--- config.mk ---
export PLATFORM = sky130hd
export DESIGN_NAME = pstbl_ram
export DESIGN_NICKNAME = d
export VERILOG_FILES = /design/src/hdl/per_source_token_bucket_limiter_defines.svh /design/src/hdl/pstbl_ram.sv
export SDC_FILE = /design/constraint.sdc
export NUM_CORES = 1
export LEC_CHECK = 0
export BUFFER_PORTS_ARGS = -buffer_cell sky130_fd_sc_hd__buf_2
export CAP_MARGIN = 40
export CORE_ASPECT_RATIO = 0.5
export CORE_MARGIN = 10
export CORE_UTILIZATION = 50
export CTS_CLUSTER_SIZE = 8
export DETAILED_ROUTE_END_ITERATION = 10
export PLACE_DENSITY = 0.74
export SYNTH_ARGS = -nofsm -noshare
export SYNTH_HDL_FRONTEND = slang
export SYNTH_SLANG_ARGS = --single-unit
--- constraint.sdc ---
create_clock -name clk -period 1.73 [get_ports clk]
set_input_delay 0.173 -clock clk [delete_from_list [all_inputs] [get_ports clk]]
set_output_delay 0.173 -clock clk [all_outputs]
set_load 0.1 [all_outputs]
--- src/hdl/per_source_token_bucket_limiter_defines.svh ---
// Assertion macros shared by the rate limiter RTL.
`ifndef PER_SOURCE_TOKEN_BUCKET_LIMITER_DEFINES_SVH
`define PER_SOURCE_TOKEN_BUCKET_LIMITER_DEFINES_SVH

// The condition must hold in the same cycle as the trigger.
`define PSTBL_ASSERT_NOW(lbl, trig, cond, msg) \
	lbl: assert property (@(posedge clk) disable iff (!arst_n) (trig) |-> (cond)) \
		else $error(msg);

// The condition must hold in the cycle after the trigger.
`define PSTBL_ASSERT_NEXT(lbl, trig, cond, msg) \
	lbl: assert property (@(posedge clk) disable iff (!arst_n) (trig) |=> (cond)) \
		else $error(msg);

`endif

--- src/hdl/pstbl_ram.sv ---
// Generic single-write, single-read RAM with registered read data.
module pstbl_ram #(
	parameter int WIDTH = 8,
	parameter int DEPTH = 16
) (
	input  logic                     clk,
	input  logic                     we,
	input  logic [$clog2(DEPTH)-1:0] waddr,
	input  logic [WIDTH-1:0]         wdata,
	input  logic [$clog2(DEPTH)-1:0] raddr,
	output logic [WIDTH-1:0]         rdata
);

	logic [WIDTH-1:0] mem_q [DEPTH];

	always_ff @(posedge clk) begin
		if (we) begin
			mem_q[waddr] <= wdata;
		end
		rdata <= mem_q[raddr];
	end

endmodule

After elaboration in Yosys (flattened, before gate mapping)

Memories as Yosys holds them, arrays and structs flattened. A register that Yosys moved wholly into a read port is not among the register bits.
Index checks and enable logic that the tools add are counted.

Memories kept: 1
Output and inout port bits: 8
Input port bits: 18
Logic and storage cells: 3
RAM bits: 128
Bits in registers: 0

Muxes and demuxes: 2

Memories:

| memory | depth | width | read ports | clocked after Yosys merged registers in | write ports | line            | text |
|---|---|---|---|---|---|---|---|
| mem_q  | 16    | 8     | 1          | 1                                       | 1           | pstbl_ram.sv:14 | `logic [WIDTH-1:0] mem_q [DEPTH];` |

Operators with widths:

| operator         | count |
|---|---|
| 1-bit 2-to-1 mux | 2 |

Longest topological paths before layout

Depth after elaboration: 2
Gate-level depth with buffers: 5
Depth with buffers taken out: 3

Worst setup path after synthesis

OpenSTA, ideal clock, no wires.

Path type: input -> register
Start: input port waddr[2]
End: memory mem_q[0][0] (enable)
Required time: 1.347 ns
Path buffers: 0
Data arrival time: 1.283 ns
Library setup time: 0.383 ns
Slack: 0.064 ns
Stages on the path: 2
Cells stage by stage: or3b_2 nor3_1

RTL lines:

| element     | line            | text |
|---|---|---|
| from (decl) | pstbl_ram.sv:8  | `input logic [$clog2(DEPTH)-1:0] waddr,` |
| to (decl)   | pstbl_ram.sv:14 |  |

Straight into the memory's write port.

==> impl_metrics.json <==
{
  "drive_gt1_frac": 0.3289,
  "area_delta_synth_final_pct": 20.88,
  "grt_start_max_net_pins": 23,
  "io_buffers": 25,
  "io_pins": 26,
  "hold_end": "mem_q[10][5]",
  "cts_hold_buf": 0,
  "cts_buffer_depth": 2,
  "power_frac_comb": 0.065,
  "cts_sinks": 136,
  "top_usage_layer": "met2",
  "hp-start": "wdata[5]",
  "clkTransAtPathRegs_ps": 60,
  "numCtsBuffers": 17,
  "ys.flop_type": "edfxtp_1",
  "placementRows": 26,
  "ys_warn_count": 0,
  "power_mw": 8.059,
  "grt_use_met3": 0.05888,
  "finalHoldViolCount": 0,
  "crit_required_ps": 2010,
  "die_area_um2": 15000,
  "critPathMaxStageDelay_ps": 570,
  "p_leak_nw": 2.139,
  "syn_area_per_cell_um2": 22.48,
  "synth_top_area_share": 0.7467,
  "first_pass_iters": 6,
  "power_density_nw_per_um2": 1295,
  "track_usage": 0.1531,
  "period_share": 0.8387,
  "post_cts.resized_instances": 0,
  "hold_path.class": "in -> reg",
  "syn_nets": 247,
  "die_w_um": 163.5,
  "syn_area_um2": 5147,
  "ys_async_sr_fraction": 0,
  "syn_inst": 229,
  "period_needed_ps": 1451,
  "reg2reg_from": "mem_q[1][3]",
  "switching_share": 0.2089,
  "status": "complete, no violations",
  "hpwlAfterDp_um": 6756,
  "finalMaxSlewViolations": 0,
  "grt_pass1_wl_um": 16680,
  "p_int_mw": 6.375,
  "slowest_stage": "mux4_1",
  "maxSlewHeadroom": 0.6682,
  "ant_nets": 0,
  "nFillCells": 657,
  "synth_enable_flop_cells": 128,
  "r2r_end": "rdata[3]",
  "ys_types": 19,
  "crit_chain": "mux4_1, a22oi_1, nand2_1",
  "rsz0062_at_grt": "no",
  "setup-tns-final_ps": 0,
  "routed_wl_um": 10880,
  "core-area_um2": 10120,
  "dr_total_vias": 2582,
  "grtUsageMet1": 0.2008,
  "synth_seq_cells": 136,
  "skew_ps": 5.570,
  "vias_per_cell": 5.842,
  "route.detailed.drc": 0,
  "met2_usage": 0.2281,
  "fin_nets": 306,
  "synth_common_cells": "edfxtp_1, mux4_2, a22oi_1",
  "yosysSeqAreaShare": 0.7778,
  "grt_pass1_vias": 2760,
  "timing.setup.critical_path_class": "reg -> reg",
  "power_frac_clock": 0.475,
  "timing.critical_path.arrival_ps": 1730,
  "power_switching_mw": 1.684,
  "post_cts_buffers": 0,
  "startpoint": "mem_q[1][3]",
  "tritoncts": "done",
  "reg2reg_slack_ps": 280,
  "maxCapViolCount": 0,
  "die_h_um": 91.75,
  "worstSkewPairLatency_ps": 410,
  "synth_most_common_cell": "edfxtp_1",
  "antenna_found_initial": 1,
  "wl_per_cell_um": 24.62,
  "setup-violations-final": 0,
  "path_max_fanout": 1,
  "start_kind": "register",
  "rr_worst_depth": 3,
  "overflow": 0,
  "fmax_mhz": 689.2,
  "place_congestion": 0.7889,
  "irDropWorstVdd_mv": 0.5210,
  "start_util": 0.5088,
  "worstMarginPinSlew_ps": 501.2,
  "yosysTopAreaCell": "edfxtp_1",
  "root_buffer": "clkbuf_16",
  "drt_first_iter_violations": 311,
  "end_kind": "register",
  "h-tree-depth": 4,
  "yosys-top-cells-area": "edfxtp_1, mux4_2, mux4_1, dfxtp_1, a22oi_1",
  "hold_path_depth": 1,
  "p_seq_frac": 0.460
}
==> routing by layer <==
metal,share of wire,up-vias
li1,-,1098
met1,0.42,1335
met2,0.48,137
met3,0.086,12
met4,0.016,0
met5,0,-
==> cell families after synthesis <==
logic type | synth area share
compound gates | 0.02334
buf+inv | 0.01677
flops | 0.7778
mux | 0.1502
simple gates | 0.03184
==> power groups by stage <==
stage / clock [mW] / sequential [mW] / combinational, mW
floorplan: 0 / 3.93 / 0.187
global placement: 0 / 3.77 / 0.504
detailed placement: 0 / 3.77 / 0.520
CTS: 3.88 / 3.71 / 0.525
global route: 4.01 / 3.71 / 0.549
finish: 3.83 / 3.71 / 0.522
==> final cells by class <==
type / instances / area, um2 / area share
Antenna cell: 1 / 2.502 / 0.0004022
Multi-Input combinational cell: 83 / 1057 / 0.1699
Tap cell: 140 / 175.2 / 0.02815
Timing Repair Buffer: 50 / 350.3 / 0.05630
Clock buffer: 17 / 425.4 / 0.06837
Clock inverter: 15 / 207.7 / 0.03338
Sequential cell: 136 / 4004 / 0.6435
==> critical path, delay by kind of cell (launching register included) <==
kind | cells | cell delay [ps]
mux | 1 | 570
simple gates | 1 | 120
compound gates | 1 | 260
flops | 1 | 380
==> cell usage in the layout, fill, tap and decap left out, drive strengths merged <==
| cell | n |
|---|---|
| nor3 | 4 |
| nand2b | 2 |
| dfxtp | 8 |
| clkbuf | 17 |
| diode | 1 |
| clkinvlp | 4 |
| nand3b | 2 |
| and2b | 1 |
| edfxtp | 128 |
| nor2b | 1 |
| nand2 | 9 |
| buf | 50 |
| clkinv | 6 |
| bufinv | 5 |
| and2 | 1 |
| or3b | 1 |
| a22oi | 16 |
| mux4 | 32 |
| nor2 | 13 |
| nand3 | 1 |
==> stage by stage <==
step	worst slack (ps)	hold slack, ps	cells	utilization	cell area, um2
floorplan	64.13	271.9	229	-	5147
global placement	99.47	555.7	409	0.5522	5587
detailed placement	78.09	572.1	409	0.5522	5587
CTS	265.4	137.7	441	0.6148	6220
global route	222.0	150.0	442	0.6150	6222
finish	279.0	146.7	442	0.6150	6222
==> registers in the layout, indices dropped and copies added (netlist names) <==
register,flops
mem_q,128
rdata,8
==> worst max path at each step <==
| stage | depth (start not counted) | endpoint | slack, ps |
|---|---|---|---|
| finish | 3 | rdata[3] | 280 |
| global route | 3 | rdata[2] | 220 |
| detailed placement | 5 | rdata[1] | 80 |
| floorplan | 2 | mem_q[0][0] | 60 |
| CTS | 3 | rdata[3] | 270 |
| global placement | 5 | rdata[1] | 100 |
No activity file was read; power rests on OpenSTA's default activity.
