--- config.mk ---
export PLATFORM = sky130hd
export DESIGN_NAME = pstbl_alu
export DESIGN_NICKNAME = d
export VERILOG_FILES = /design/src/hdl/per_source_token_bucket_limiter_defines.svh /design/src/hdl/pstbl_pkg.sv /design/src/hdl/pstbl_alu.sv
export SDC_FILE = /design/constraint.sdc
export NUM_CORES = 1
export LEC_CHECK = 0
export ABC_AREA = 0
export BUFFER_PORTS_ARGS = -buffer_cell sky130_fd_sc_hd__buf_2
export CAP_MARGIN = 20
export CELL_PAD_IN_SITES_DETAIL_PLACEMENT = 1
export CELL_PAD_IN_SITES_GLOBAL_PLACEMENT = 2
export CORE_MARGIN = 3
export CORE_UTILIZATION = 32
export DETAILED_ROUTE_END_ITERATION = 7
export PLACE_DENSITY_LB_ADDON = 0.1
export RECOVER_POWER = 50
export SLEW_MARGIN = 20
export SYNTH_ARGS = -nofsm -noshare
export SYNTH_HDL_FRONTEND = slang
export SYNTH_SLANG_ARGS = --single-unit
--- constraint.sdc ---
create_clock -name vclk -period 21.1
set_input_delay 6.33 -clock vclk [all_inputs]
set_output_delay 6.33 -clock vclk [all_outputs]
set_load 0.02 [all_outputs]
--- src/hdl/per_source_token_bucket_limiter_defines.svh ---
// Assertion macros shared by the rate limiter RTL.
`ifndef PER_SOURCE_TOKEN_BUCKET_LIMITER_DEFINES_SVH
`define PER_SOURCE_TOKEN_BUCKET_LIMITER_DEFINES_SVH

// The condition must hold in the same cycle as the trigger.
`define PSTBL_ASSERT_NOW(lbl, trig, cond, msg) \
	lbl: assert property (@(posedge clk) disable iff (!arst_n) (trig) |-> (cond)) \
		else $error(msg);

// The condition must hold in the cycle after the trigger.
`define PSTBL_ASSERT_NEXT(lbl, trig, cond, msg) \
	lbl: assert property (@(posedge clk) disable iff (!arst_n) (trig) |=> (cond)) \
		else $error(msg);

`endif

--- src/hdl/pstbl_pkg.sv ---
// Types and constants shared by the rate limiter modules.
package pstbl_pkg;

	localparam int DATA_W    = 64;
	localparam int TOKEN_W   = 30;
	localparam int IDLE_W    = 32;
	localparam int LIMIT_W   = 11;
	localparam int NET_W     = 32;
	localparam int REMOVED_W = 11;
	localparam int CFG_IDX_W = 4;
	localparam int CFG_DATA_W = 32;

	// Configuration register indexes.
	localparam logic [CFG_IDX_W-1:0] REG_PACKET_COST = 4'd0;
	localparam logic [CFG_IDX_W-1:0] REG_TOKEN_MAX   = 4'd1;
	localparam logic [CFG_IDX_W-1:0] REG_IDLE_LIMIT  = 4'd2;
	localparam logic [CFG_IDX_W-1:0] REG_ENTRY_LIMIT = 4'd3;

	// Reset values: 1e9 / 20 packets per second, burst of 5, one second idle.
	localparam logic [TOKEN_W-1:0] PACKET_COST_RST = 30'd50000000;
	localparam logic [TOKEN_W-1:0] TOKEN_MAX_RST   = 30'd250000000;
	localparam logic [IDLE_W-1:0]  IDLE_LIMIT_RST  = 32'd1000000000;
	localparam logic [LIMIT_W-1:0] ENTRY_LIMIT_RST = 11'd1024;

	// Operation and protocol codes.
	localparam logic OP_SWEEP = 1'b1;
	localparam logic [1:0] KIND_IPV4 = 2'd0;

	// Result outcome codes.
	localparam logic [2:0] OUT_HIT_OK   = 3'd0;
	localparam logic [2:0] OUT_HIT_DENY = 3'd1;
	localparam logic [2:0] OUT_NEW_OK   = 3'd2;
	localparam logic [2:0] OUT_FULL     = 3'd3;
	localparam logic [2:0] OUT_BAD_PROTO = 3'd4;
	localparam logic [2:0] OUT_SWEPT    = 3'd5;

	// One table slot as stored in the entry memory.
	typedef struct packed {
		logic               valid;
		logic               family;
		logic [DATA_W-1:0]  addr;
		logic [NET_W-1:0]   net;
		logic [DATA_W-1:0]  last_time;
		logic [TOKEN_W-1:0] tokens;
	} pstbl_entry_t;

	// Request to the shared add/subtract unit.
	typedef struct packed {
		logic              sub;
		logic [DATA_W-1:0] a;
		logic [DATA_W-1:0] b;
	} pstbl_alu_req_t;

	// Answer of the shared unit; ge is a >= b for a subtraction.
	typedef struct packed {
		logic [DATA_W-1:0] res;
		logic              ge;
	} pstbl_alu_rsp_t;

endpackage

--- src/hdl/pstbl_alu.sv ---
// Shared 64-bit add/subtract unit with an unsigned compare flag.
module pstbl_alu (
	input  pstbl_pkg::pstbl_alu_req_t req,
	output pstbl_pkg::pstbl_alu_rsp_t rsp
);

	logic [pstbl_pkg::DATA_W:0] sum;

	// A subtraction adds the inverted operand plus one; the carry out is a >= b.
	always_comb begin
		if (req.sub) begin
			sum = {1'b0, req.a} + {1'b0, ~req.b} + {{pstbl_pkg::DATA_W{1'b0}}, 1'b1};
		end else begin
			sum = {1'b0, req.a} + {1'b0, req.b};
		end
		rsp.res = sum[pstbl_pkg::DATA_W-1:0];
		rsp.ge  = sum[pstbl_pkg::DATA_W];
	end

endmodule

* Word level (Yosys, flattened, before mapping)
Index checks and enable logic that the tools add are counted.
W data, S select, Z words.
** Word-level totals
- Bits in registers :: 0
- Latch bits :: 0
- Memory bits (writable) :: 0
- Bits in read-only memories :: 0
- Input bits :: 129
- Logic and storage cells :: 5
- Memories :: 0
** Cells by class
- $add $sub $neg :: 3
- Multiply operators :: 0
- Div/mod/pow operators :: 0
- Order comparisons :: 0
- Eq/ne operators :: 0
- Shift operators :: 0
- Multiplexer cells :: 1
- Bitwise gates (word level) :: 1
- Reduce and logical (&&, ||, !) cells :: 0
** Operators by type and width (count)
- $add A64 B64 Y65 :: 2
- $add A65 B1 Y65 const B :: 1
- $mux W65 :: 1
- $not A64 Y64 :: 1

* Logic depth before layout (Yosys ltp)
Gate-level depths: netlist of the first run.
- Word-level depth :: 4
- Gate-level depth with buffers :: 14

* Worst setup path after synthesis of the first run
OpenSTA, ideal clock, no wires.
- Path kind :: input to output
- From :: input req[64] (netlist name)
- To :: output rsp[63] (netlist name)
- Arrival :: 9.285 ns
- Data required time :: 14.770 ns
- Setup slack :: 5.485 ns
- Stages on the path :: 14
- Path buffers :: 0
- Cell sequence :: inv_1 > ha_1 > fa_1 > nor2b_1 > o31ai_1 > a21boi_1 > o2111a_2 > o211ai_2 > a211o_1 > or4_4 > o21ai_2 > a31oi_1 > o311ai_2 > xor2_1
** RTL lines
- start, declared :: RTL line pstbl_alu.sv:3 : input pstbl_pkg::pstbl_alu_req_t req,
- end, declared :: RTL line pstbl_alu.sv:4 : output pstbl_pkg::pstbl_alu_rsp_t rsp

==> run_summary.xml, run 1 <==
<?xml version="1.0" encoding="UTF-8"?>
<metrics>
  <group name="detailed_routing">
    <metric name="detail_route.first_pass.iterations" unit="">5</metric>
    <metric name="routed-via-count" unit="">9900</metric>
    <metric name="post_route_drc" unit="">0</metric>
    <metric name="routed_wirelength" unit="mm">34.3</metric>
    <metric name="detail_route.iter0.violations" unit="">600</metric>
    <metric name="drt-vias-per-instance" unit="">5.71</metric>
    <metric name="detail_route.wl_per_cell" unit="um">19.8</metric>
    <metric name="number_of_nets_still_failing_antenna_checks_after_routing" unit="">0</metric>
  </group>
  <group name="critical_path">
    <metric name="worst_ep_arrival_time" unit="ns">10.93</metric>
    <metric name="cp_data_required_time" unit="ns">14.77</metric>
    <metric name="critical_path_peak_fanout" unit="">43</metric>
    <metric name="critical_path_start_end_classification" unit="">in -&gt; out</metric>
    <metric name="worstSetupEndpointType" unit="">output port</metric>
    <metric name="setup.worst_path.start_class" unit="">input port</metric>
  </group>
  <group name="cts">
    <metric name="cts_resized" unit="">0</metric>
    <metric name="hold_buffers" unit="">0</metric>
    <metric name="cts_setup_buffers" unit="">0</metric>
  </group>
  <group name="grt">
    <metric name="top_usage_layer" unit="">met2</metric>
    <metric name="grt_first_pass_wirelength" unit="mm">53.7</metric>
    <metric name="globalRoute.totalOverflow" unit="">0</metric>
    <metric name="gr-usage-all-layers" unit="%">24.3</metric>
    <metric name="antenna_found_initial" unit="">2</metric>
    <metric name="via_count_of_the_first_global_routing_pass" unit="">9905</metric>
    <metric name="grt.met2_usage" unit="%">40.7</metric>
    <metric name="grtUsageMet1" unit="%">34.4</metric>
    <metric name="pin_count_of_the_biggest_net_entering_global_routing" unit="">72</metric>
    <metric name="grtUsageMet3" unit="%">1.82</metric>
  </group>
  <group name="sta">
    <metric name="final_max_slew_viol_count" unit="">44</metric>
    <metric name="timing.hold.ws" unit="ns">13.07</metric>
    <metric name="worst-slew-pin-transition" unit="ns">2.44</metric>
    <metric name="maxSlewHeadroom" unit="%">-62.9</metric>
    <metric name="setup_violations" unit="">0</metric>
    <metric name="setup-tns-final" unit="ns">0</metric>
    <metric name="fmaxAchievable" unit="GHz">0.0579</metric>
    <metric name="hold_viol" unit="">0</metric>
    <metric name="grt_setup_unrepaired" unit="">no</metric>
    <metric name="min_period_over_period" unit="%">81.8</metric>
    <metric name="post-route-min-period" unit="ns">17.26</metric>
  </group>
  <group name="synth">
    <metric name="synth_area" unit="mm2">0.00802</metric>
    <metric name="netlist-cell-type-count" unit="">75</metric>
    <metric name="yosysSeqAreaShare" unit="%">0</metric>
    <metric name="synth_cells" unit="">1281</metric>
    <metric name="synth_area_per_cell" unit="um2">6.26</metric>
    <metric name="ys.warnings.count" unit="">0</metric>
    <metric name="synth_nets" unit="">1540</metric>
  </group>
  <group name="power">
    <metric name="swShare" unit="%">66.4</metric>
    <metric name="power_leakage" unit="nW">4.14</metric>
    <metric name="pwr-share-comb" unit="%">100.0</metric>
    <metric name="p_switching" unit="mW">0.222</metric>
    <metric name="clkPwrFrac" unit="%">0</metric>
    <metric name="max-vdd-ir-drop" unit="mV">0.0187</metric>
    <metric name="power-per-cell-area" unit="mW/mm2">36.7</metric>
    <metric name="internal_power" unit="mW">0.112</metric>
    <metric name="seq_power_share" unit="%">0</metric>
  </group>
  <group name="die">
    <metric name="initial_utilization" unit="%">32.8</metric>
    <metric name="fp.dieW" unit="um">164</metric>
    <metric name="io_pins" unit="">194</metric>
    <metric name="dieHeight" unit="um">164</metric>
    <metric name="placement_rows" unit="">57</metric>
    <metric name="core" unit="mm2">0.0245</metric>
    <metric name="die_area" unit="mm2">0.0270</metric>
  </group>
  <group name="layout">
    <metric name="n_fill_cell" unit="">3331</metric>
    <metric name="layout-drive-gt1-share" unit="%">13.3</metric>
    <metric name="n_clock_buffer" unit="">0</metric>
    <metric name="nFlopsAndLatches" unit="">0</metric>
    <metric name="num-nets-final" unit="">1671</metric>
    <metric name="layout-area-overhead-vs-synth" unit="%">13.5</metric>
    <metric name="insertedDiodeCount" unit="">0</metric>
    <metric name="ff_latch_area" unit="um2">0</metric>
  </group>
  <group name="run_status">
    <metric name="run_status" unit="">finished, violations left</metric>
    <metric name="violations_in_the_final_reports" unit="">capacitance limit, slew limit</metric>
  </group>
  <group name="place">
    <metric name="port_buffers" unit="">194</metric>
    <metric name="gpl.final_weighted_congestion" unit="">0.908</metric>
    <metric name="place.detailed.hpwl" unit="mm">29.0</metric>
  </group>
  <group name="job">
    <metric name="maxCapViolations" unit="">1</metric>
  </group>
  <group name="min_path">
    <metric name="holdCritPathClass" unit="">in -&gt; out</metric>
  </group>
</metrics>
power groups by stage:
stage | combinational, mW | sequential, mW | clock, mW
final | 0.334 | 0 | 0
after global routing | 0.366 | 0 | 0
after CTS | 0.337 | 0 | 0
after detailed placement | 0.335 | 0 | 0
after global placement | 0.334 | 0 | 0
after floorplan | 0.224 | 0 | 0
Yosys cell counts (5+ instances only):
cell type / count / area [um2]
nor3_1: 34 / 170
o21bai_1: 35 / 263
nand2b_1: 7 / 43.8
nor2_1: 130 / 488
mux2i_1: 5 / 50.1
o211ai_1: 12 / 90.1
a2111oi_0: 6 / 52.6
a211oi_1: 7 / 52.6
xor2_1: 7 / 61.3
or4_1: 5 / 37.5
and2_1: 7 / 43.8
o31ai_1: 30 / 225
a221oi_1: 5 / 43.8
a31oi_1: 9 / 56.3
o21a_1: 16 / 120
nand2_1: 96 / 360
nand4_1: 32 / 200
a211o_1: 5 / 43.8
nor4_1: 23 / 144
o41ai_1: 7 / 61.3
a21oi_1: 175 / 876
a41oi_1: 5 / 43.8
ha_1: 128 / 1600
xnor2_1: 54 / 473
inv_1: 128 / 480
buf_2: 8 / 40.0
nand3_1: 21 / 105
o21ai_0: 88 / 440
nor2b_1: 21 / 131
or2_2: 6 / 37.5
clkbuf_1: 51 / 191
a21o_1: 23 / 173
buf_1: 8 / 30.0
o311ai_0: 6 / 52.6
a21boi_0: 6 / 45.0
stage by stage:
stage                     worst slack [ns]  instances  area, um2  utilization, %  power, mW
after detailed placement              4.49       1734       9150            37.4      0.335
after global routing                  3.61       1734       9100            37.2      0.366
final                                 3.84       1734       9100            37.2      0.334
after global placement                4.53       1734       9150            37.4      0.334
after CTS                             4.47       1734       9150            37.4      0.337
after floorplan                       5.48       1281       8020               -      0.224
layer usage:
| layer | share of wire [%] | wire (um) | vias up |
|---|---|---|---|
| met5 | 0.064 | 22 | - |
| met4 | 2.0 | 678 | 4 |
| met3 | 4.3 | 1460 | 40 |
| met2 | 46 | 15700 | 251 |
| met1 | 48 | 16500 | 4717 |
| li1 | - | - | 4888 |
kinds of logic after synthesis:
family | synth area share [%]
AO/OA/AOI/OAI | 39.0
XOR/XNOR | 6.86
adder cells (fa/ha/maj) | 20.5
buffers and inverters | 9.49
multiplexers | 0.624
AND/OR/NAND/NOR | 23.6
area by class of cell:
class	count	area, um2	area share [%]
well taps	324	405	4.45
repair buffers	198	962	10.6
inverters	128	480	5.28
multi-input cells	1084	7250	79.7
final timing paths:
path                  end  slack [ns]  depth (start not counted)  startpoint
setup / recovery  rsp[63]        3.84                         11    req[128]
hold / removal     rsp[1]       13.07                          4      req[0]
critical path, cell delays in order:
cell and delay, ns:
clkbuf_1 0.69, inv_1 0.12, clkbuf_1 0.98, or4_1 0.88, a211o_1 0.33, or4_4 0.52
o21ai_2 0.09, a31oi_1 0.15, o311ai_2 0.34, xor2_1 0.27, buf_2 0.21
cells in the final DEF (no fill, tap or decap), types with 23 or more instances in the layout:
master / n
ha_1: 128
nor4_1: 23
nor3_1: 34
buf_2: 166
xnor2_1: 54
nand2_1: 96
inv_1: 128
o21bai_1: 35
nand4_1: 32
nor2_1: 130
a21o_1: 23
clkbuf_1: 29
a21oi_1: 175
o31ai_1: 30
o21ai_0: 89
No activity file was read; power rests on OpenSTA's default activity.
==> run 2: changes to the inputs <==
--- a/config.mk
+++ b/config.mk
@@ -11,7 +11,7 @@
 export CELL_PAD_IN_SITES_DETAIL_PLACEMENT = 1
 export CELL_PAD_IN_SITES_GLOBAL_PLACEMENT = 2
 export CORE_MARGIN = 3
-export CORE_UTILIZATION = 32
+export CORE_UTILIZATION = 27
 export DETAILED_ROUTE_END_ITERATION = 7
 export PLACE_DENSITY_LB_ADDON = 0.1
 export RECOVER_POWER = 50
==> constraint.sdc (replaced) <==
create_clock -name vclk -period 14.6
set_input_delay 4.38 -clock vclk [all_inputs]
set_output_delay 4.38 -clock vclk [all_outputs]
set_load 0.02 [all_outputs]
==> run 2 against run 1 <==
Against the previous run: the flow still finishes with violations (capacitance limit, slew limit); critical path depth unchanged; global-route usage decreased by 2.7 points; routed wire length increased by 4.8%; first-iteration DRC count increased by 1.8%; final cell count increased by 3.5%; sequential cell count unchanged; critical path type unchanged; core utilization decreased by 5.6 points; setup slack got worse by 2.6 ns; non-clock buffer count unchanged; highest routed layer unchanged; die area increased by 18%; via count increased by 0.35%; final area increased by 0.91%.
==> run_summary.xml, run 2 (synthesized netlist as in run 1, its figures left out) <==
<?xml version="1.0" encoding="UTF-8"?>
<metrics>
  <group name="die">
    <metric name="initial_utilization" unit="%">27.6</metric>
    <metric name="die_area" unit="mm2">0.0318</metric>
    <metric name="core" unit="mm2">0.0290</metric>
    <metric name="io_pins" unit="">194</metric>
    <metric name="placement_rows" unit="">62</metric>
    <metric name="fp.dieW" unit="um">178</metric>
    <metric name="dieHeight" unit="um">178</metric>
  </group>
  <group name="critical_path">
    <metric name="critical_path_start_end_classification" unit="">in -&gt; out</metric>
    <metric name="critical_path_peak_fanout" unit="">43</metric>
    <metric name="worst_ep_arrival_time" unit="ns">9.00</metric>
    <metric name="setup.worst_path.start_class" unit="">input port</metric>
    <metric name="cp_data_required_time" unit="ns">10.22</metric>
    <metric name="worstSetupEndpoint" unit="">rsp[59]</metric>
    <metric name="timing.critical_path.from" unit="">req[128]</metric>
    <metric name="worstSetupEndpointType" unit="">output port</metric>
  </group>
  <group name="sta">
    <metric name="setup_violations" unit="">0</metric>
    <metric name="grt_setup_unrepaired" unit="">no</metric>
    <metric name="post-route-min-period" unit="ns">13.38</metric>
    <metric name="final_critical_path_setup_slack" unit="ns">1.22</metric>
    <metric name="min_period_over_period" unit="%">91.7</metric>
    <metric name="fmaxAchievable" unit="GHz">0.0747</metric>
    <metric name="worst-slew-pin-transition" unit="ns">2.54</metric>
    <metric name="setup-tns-final" unit="ns">0</metric>
    <metric name="timing.hold.ws" unit="ns">9.16</metric>
    <metric name="maxSlewHeadroom" unit="%">-69.3</metric>
    <metric name="final_max_slew_viol_count" unit="">44</metric>
    <metric name="hold_viol" unit="">0</metric>
  </group>
  <group name="grt">
    <metric name="gr-usage-all-layers" unit="%">21.6</metric>
    <metric name="via_count_of_the_first_global_routing_pass" unit="">10100</metric>
    <metric name="grt_first_pass_wirelength" unit="mm">55.9</metric>
    <metric name="globalRoute.totalOverflow" unit="">0</metric>
    <metric name="antenna_found_initial" unit="">2</metric>
    <metric name="pin_count_of_the_biggest_net_entering_global_routing" unit="">62</metric>
  </group>
  <group name="detailed_routing">
    <metric name="post_route_drc" unit="">0</metric>
    <metric name="detail_route.iter0.violations" unit="">611</metric>
    <metric name="routed-via-count" unit="">9935</metric>
    <metric name="number_of_nets_still_failing_antenna_checks_after_routing" unit="">0</metric>
    <metric name="routed_wirelength" unit="mm">35.9</metric>
    <metric name="drt-vias-per-instance" unit="">5.54</metric>
    <metric name="detail_route.first_pass.iterations" unit="">5</metric>
    <metric name="detail_route.wl_per_cell" unit="um">20.0</metric>
  </group>
  <group name="layout">
    <metric name="nFlopsAndLatches" unit="">0</metric>
    <metric name="n_fill_cell" unit="">3869</metric>
    <metric name="num-nets-final" unit="">1671</metric>
    <metric name="ff_latch_area" unit="um2">0</metric>
    <metric name="layout-area-overhead-vs-synth" unit="%">14.5</metric>
    <metric name="insertedDiodeCount" unit="">0</metric>
    <metric name="layout-drive-gt1-share" unit="%">13.5</metric>
    <metric name="stdcell_count" unit="">1794</metric>
    <metric name="layout.cells.most_common_list" unit="">a21oi_1, buf_2, nor2_1, inv_1, ha_1</metric>
    <metric name="n_clock_buffer" unit="">0</metric>
    <metric name="mostFrequentLayoutCell" unit="">a21oi_1</metric>
    <metric name="multi_input_comb_area" unit="mm2">0.00726</metric>
  </group>
  <group name="power">
    <metric name="power-per-cell-area" unit="mW/mm2">52.8</metric>
    <metric name="power_leakage" unit="nW">4.14</metric>
    <metric name="max-vdd-ir-drop" unit="mV">0.0181</metric>
  </group>
  <group name="place">
    <metric name="dp.cells" unit="">1794</metric>
    <metric name="gpl.final_weighted_congestion" unit="">0.883</metric>
    <metric name="port_buffers" unit="">194</metric>
    <metric name="place.detailed.hpwl" unit="mm">30.6</metric>
    <metric name="dp_slack" unit="ns">1.72</metric>
  </group>
  <group name="min_path">
    <metric name="timing.hold.worst_path_depth" unit="">4</metric>
    <metric name="holdCritPathClass" unit="">in -&gt; out</metric>
  </group>
  <group name="cts">
    <metric name="cts_setup_buffers" unit="">0</metric>
    <metric name="cts_resized" unit="">0</metric>
    <metric name="hold_buffers" unit="">0</metric>
  </group>
  <group name="run_status">
    <metric name="run_status" unit="">finished, violations left</metric>
    <metric name="violations_in_the_final_reports" unit="">capacitance limit, slew limit</metric>
  </group>
  <group name="job">
    <metric name="maxCapViolations" unit="">1</metric>
  </group>
</metrics>
## run 2: worst min-delay path by stage
stage | start | endpoint | slack [ns]
2_1_floorplan | req[0] | rsp[1] | 8.95
3_3_place_gp | req[0] | rsp[1] | 9.15
3_5_place_dp | req[0] | rsp[1] | 9.15
4_1_cts | req[0] | rsp[1] | 9.15
5_1_grt | req[0] | rsp[1] | 9.19
6_report | req[0] | rsp[1] | 9.16
## run 2: through the flow
stage / utilization (%) / power (mW) / area, um2
2_1_floorplan: - / 0.324 / 8020
3_3_place_gp: 31.8 / 0.489 / 9220
3_5_place_dp: 31.8 / 0.488 / 9220
4_1_cts: 31.8 / 0.491 / 9220
5_1_grt: 31.7 / 0.534 / 9180
6_report: 31.7 / 0.485 / 9180
## run 2: layout make-up
cell class | instances | area share [%]
timing repair buffer | 198 | 10.5
tap | 384 | 5.23
multi-input combinational | 1084 | 79.0
inverter | 128 | 5.23
## run 2: worst max-delay path: stages
cell      delay, ns
buf_2          0.28
inv_1          0.14
clkbuf_1       1.82
o311ai_0       0.95
or3_1          0.57
o21ai_0        0.08
a21oi_1        0.07
o31ai_1        0.10
o21bai_1       0.20
xnor2_1        0.18
buf_2          0.20
## run 2: where the power goes
part / switching, mW / internal, mW / leakage (nW) / total (mW)
clock network: 0 / 0 / 0 / 0
registers: 0 / 0 / 0 / 0
logic: 0.322 / 0.162 / 4.14 / 0.485
total: 0.322 / 0.162 / 4.14 / 0.485
## run 2: routing by layer
metal	global-route usage (%)	vias to the layer above	part of all wire, %
met1	30.8	4770	48
li1	-	4877	-
met2	36.3	243	46
met5	0	-	0.075
met3	1.34	41	4.0
met4	3.31	4	1.6
==> run 3: changes to the inputs <==
--- a/config.mk
+++ b/config.mk
@@ -6,7 +6,7 @@
 export NUM_CORES = 1
 export LEC_CHECK = 0
 export ABC_AREA = 0
-export BUFFER_PORTS_ARGS = -buffer_cell sky130_fd_sc_hd__buf_2
+export BUFFER_PORTS_ARGS = -buffer_cell sky130_fd_sc_hd__buf_4
 export CAP_MARGIN = 20
 export CELL_PAD_IN_SITES_DETAIL_PLACEMENT = 1
 export CELL_PAD_IN_SITES_GLOBAL_PLACEMENT = 2
==> run 3 against run 2 <==
Against the previous run: the run still ends with capacitance limit, slew limit left; via count shrank 0.55%; non-clock buffer count is the same; critical endpoint unchanged; largest power group unchanged; final cell count is the same; clock-buffer cell count is the same; largest cell class unchanged.
==> run_summary.xml, run 3 (synthesized netlist as in run 1, its figures left out) <==
<?xml version="1.0" encoding="UTF-8"?>
<metrics>
  <group name="run_status">
    <metric name="run_status" unit="">finished, violations left</metric>
    <metric name="violations_in_the_final_reports" unit="">capacitance limit, slew limit</metric>
  </group>
  <group name="die">
    <metric name="fp.dieW" unit="um">178</metric>
    <metric name="initial_utilization" unit="%">27.6</metric>
    <metric name="io_pins" unit="">194</metric>
    <metric name="die_area" unit="mm2">0.0318</metric>
    <metric name="placement_rows" unit="">62</metric>
    <metric name="dieHeight" unit="um">178</metric>
    <metric name="core" unit="mm2">0.0290</metric>
  </group>
  <group name="detailed_routing">
    <metric name="drt-vias-per-instance" unit="">5.51</metric>
    <metric name="number_of_nets_still_failing_antenna_checks_after_routing" unit="">0</metric>
    <metric name="detail_route.wl_per_cell" unit="um">20.1</metric>
    <metric name="routed_wirelength" unit="mm">36.1</metric>
    <metric name="post_route_drc" unit="">0</metric>
    <metric name="detail_route.first_pass.iterations" unit="">7</metric>
    <metric name="detail_route.iter0.violations" unit="">505</metric>
    <metric name="routed-via-count" unit="">9880</metric>
  </group>
  <group name="grt">
    <metric name="gr-usage-all-layers" unit="%">21.5</metric>
    <metric name="grt_first_pass_wirelength" unit="mm">55.4</metric>
    <metric name="pin_count_of_the_biggest_net_entering_global_routing" unit="">65</metric>
    <metric name="via_count_of_the_first_global_routing_pass" unit="">9919</metric>
    <metric name="globalRoute.totalOverflow" unit="">0</metric>
    <metric name="antenna_found_initial" unit="">2</metric>
  </group>
  <group name="sta">
    <metric name="min_period_over_period" unit="%">89.8</metric>
    <metric name="fmaxAchievable" unit="GHz">0.0763</metric>
    <metric name="post-route-min-period" unit="ns">13.10</metric>
    <metric name="hold_viol" unit="">0</metric>
    <metric name="timing.hold.ws" unit="ns">9.15</metric>
    <metric name="final_max_slew_viol_count" unit="">44</metric>
    <metric name="maxSlewHeadroom" unit="%">-74.1</metric>
    <metric name="setup-tns-final" unit="ns">0</metric>
    <metric name="worst-slew-pin-transition" unit="ns">2.61</metric>
    <metric name="setup_violations" unit="">0</metric>
    <metric name="grt_setup_unrepaired" unit="">no</metric>
  </group>
  <group name="place">
    <metric name="post_dp_cell_area" unit="mm2">0.00971</metric>
    <metric name="port_buffers" unit="">194</metric>
    <metric name="gpl.final_weighted_congestion" unit="">0.876</metric>
    <metric name="place.detailed.hpwl" unit="mm">30.6</metric>
  </group>
  <group name="critical_path">
    <metric name="cp_data_required_time" unit="ns">10.22</metric>
    <metric name="cp_common_cell" unit="">buf_4</metric>
    <metric name="critical_path_peak_fanout" unit="">43</metric>
    <metric name="critical_path.max_stage_delay" unit="ns">1.86</metric>
    <metric name="setup.worst_path.start_class" unit="">input port</metric>
    <metric name="worstSetupEndpointType" unit="">output port</metric>
    <metric name="cpMaxStageDelayCell" unit="">clkbuf_1</metric>
    <metric name="worst_ep_arrival_time" unit="ns">8.72</metric>
    <metric name="timing.critical_path.cells" unit="">buf_4 &gt; inv_1 &gt; clkbuf_1 &gt; o311ai_1 &gt; or3_1 &gt; o21ai_0 &gt; a21oi_1 &gt; o31ai_1 &gt; o21bai_1 &gt; xnor2_1 &gt; buf_4</metric>
    <metric name="critical_path_start_end_classification" unit="">in -&gt; out</metric>
  </group>
  <group name="layout">
    <metric name="layout-drive-gt1-share" unit="%">13.5</metric>
    <metric name="fin_area" unit="mm2">0.00960</metric>
    <metric name="ff_latch_area" unit="um2">0</metric>
    <metric name="num-nets-final" unit="">1671</metric>
    <metric name="nFlopsAndLatches" unit="">0</metric>
    <metric name="layout.cells.most_common_list" unit="">a21oi_1, buf_4, nor2_1, inv_1, ha_1</metric>
    <metric name="layout-area-overhead-vs-synth" unit="%">19.7</metric>
    <metric name="n_clock_buffer" unit="">0</metric>
    <metric name="insertedDiodeCount" unit="">0</metric>
    <metric name="mostFrequentLayoutCell" unit="">a21oi_1</metric>
  </group>
  <group name="min_path">
    <metric name="hp-start" unit="">req[0]</metric>
    <metric name="min_delay_worst_endpoint" unit="">rsp[1]</metric>
    <metric name="timing.hold.worst_path_depth" unit="">4</metric>
    <metric name="holdCritPathClass" unit="">in -&gt; out</metric>
  </group>
  <group name="cts">
    <metric name="cts_resized" unit="">0</metric>
    <metric name="cts_setup_buffers" unit="">0</metric>
    <metric name="hold_buffers" unit="">0</metric>
  </group>
  <group name="job">
    <metric name="maxCapViolations" unit="">1</metric>
  </group>
  <group name="power">
    <metric name="power-per-cell-area" unit="mW/mm2">53.3</metric>
    <metric name="power_leakage" unit="nW">4.29</metric>
    <metric name="max-vdd-ir-drop" unit="mV">0.0187</metric>
  </group>
</metrics>
run 3: cell types whose count changed in the layout (fill, tap and decap cells not counted):
| cell | change |
|---|---|
| buf_4 | +168 |
| o41ai_1 | +1 |
| o311ai_1 | +1 |
| clkbuf_1 | -1 |
| buf_2 | -167 |
| o311ai_0 | -1 |
| o41ai_2 | -1 |
run 3: final cells by class:
type	instances	area (um2)
fill	3842	19400
inverter	128	480
multi-input combinational	1084	7250
tap	384	480
timing repair buffer	198	1390
run 3: worst max-delay path: cells and delay by family:
| family | cells | cell delay (ns) |
|---|---|---|
| XOR/XNOR | 1 | 0.17 |
| AND/OR/NAND/NOR | 1 | 0.57 |
| buffers and inverters | 4 | 2.35 |
| AO/OA/AOI/OAI | 5 | 1.23 |
run 3: where the power goes:
part	switching [mW]	internal, mW	leakage (nW)
clock network	0	0	0
logic	0.326	0.186	4.29
registers	0	0	0
total	0.326	0.186	4.29
run 3: routing by layer:
metal  vias up  track usage, %  wire length (um)
met1      4734            30.3             17300
li1       4895               -                 -
met3        31            1.47              1400
met5         -               0                27
met4         4            2.31               441
met2       216            36.9             16900
run 3: worst max path at each step:
stage / from / to / slack, ns / cells after the start
6_report: req[128] / rsp[59] / 1.50 / 11
3_5_place_dp: req[0] / rsp[57] / 2.00 / 15
2_1_floorplan: req[64] / rsp[63] / 2.88 / 14
4_1_cts: req[0] / rsp[57] / 1.97 / 15
3_3_place_gp: req[0] / rsp[57] / 2.09 / 15
5_1_grt: req[128] / rsp[59] / 1.28 / 11
run 3: metrics by stage:
stage	instances	utilization, %	total power, mW	worst slack [ns]
after floorplan	1281	-	0.324	2.88
after global placement	1794	33.5	0.526	2.09
after detailed placement	1794	33.5	0.525	2.00
after CTS	1794	33.5	0.528	1.97
after global routing	1794	33.1	0.559	1.28
final	1794	33.1	0.512	1.50
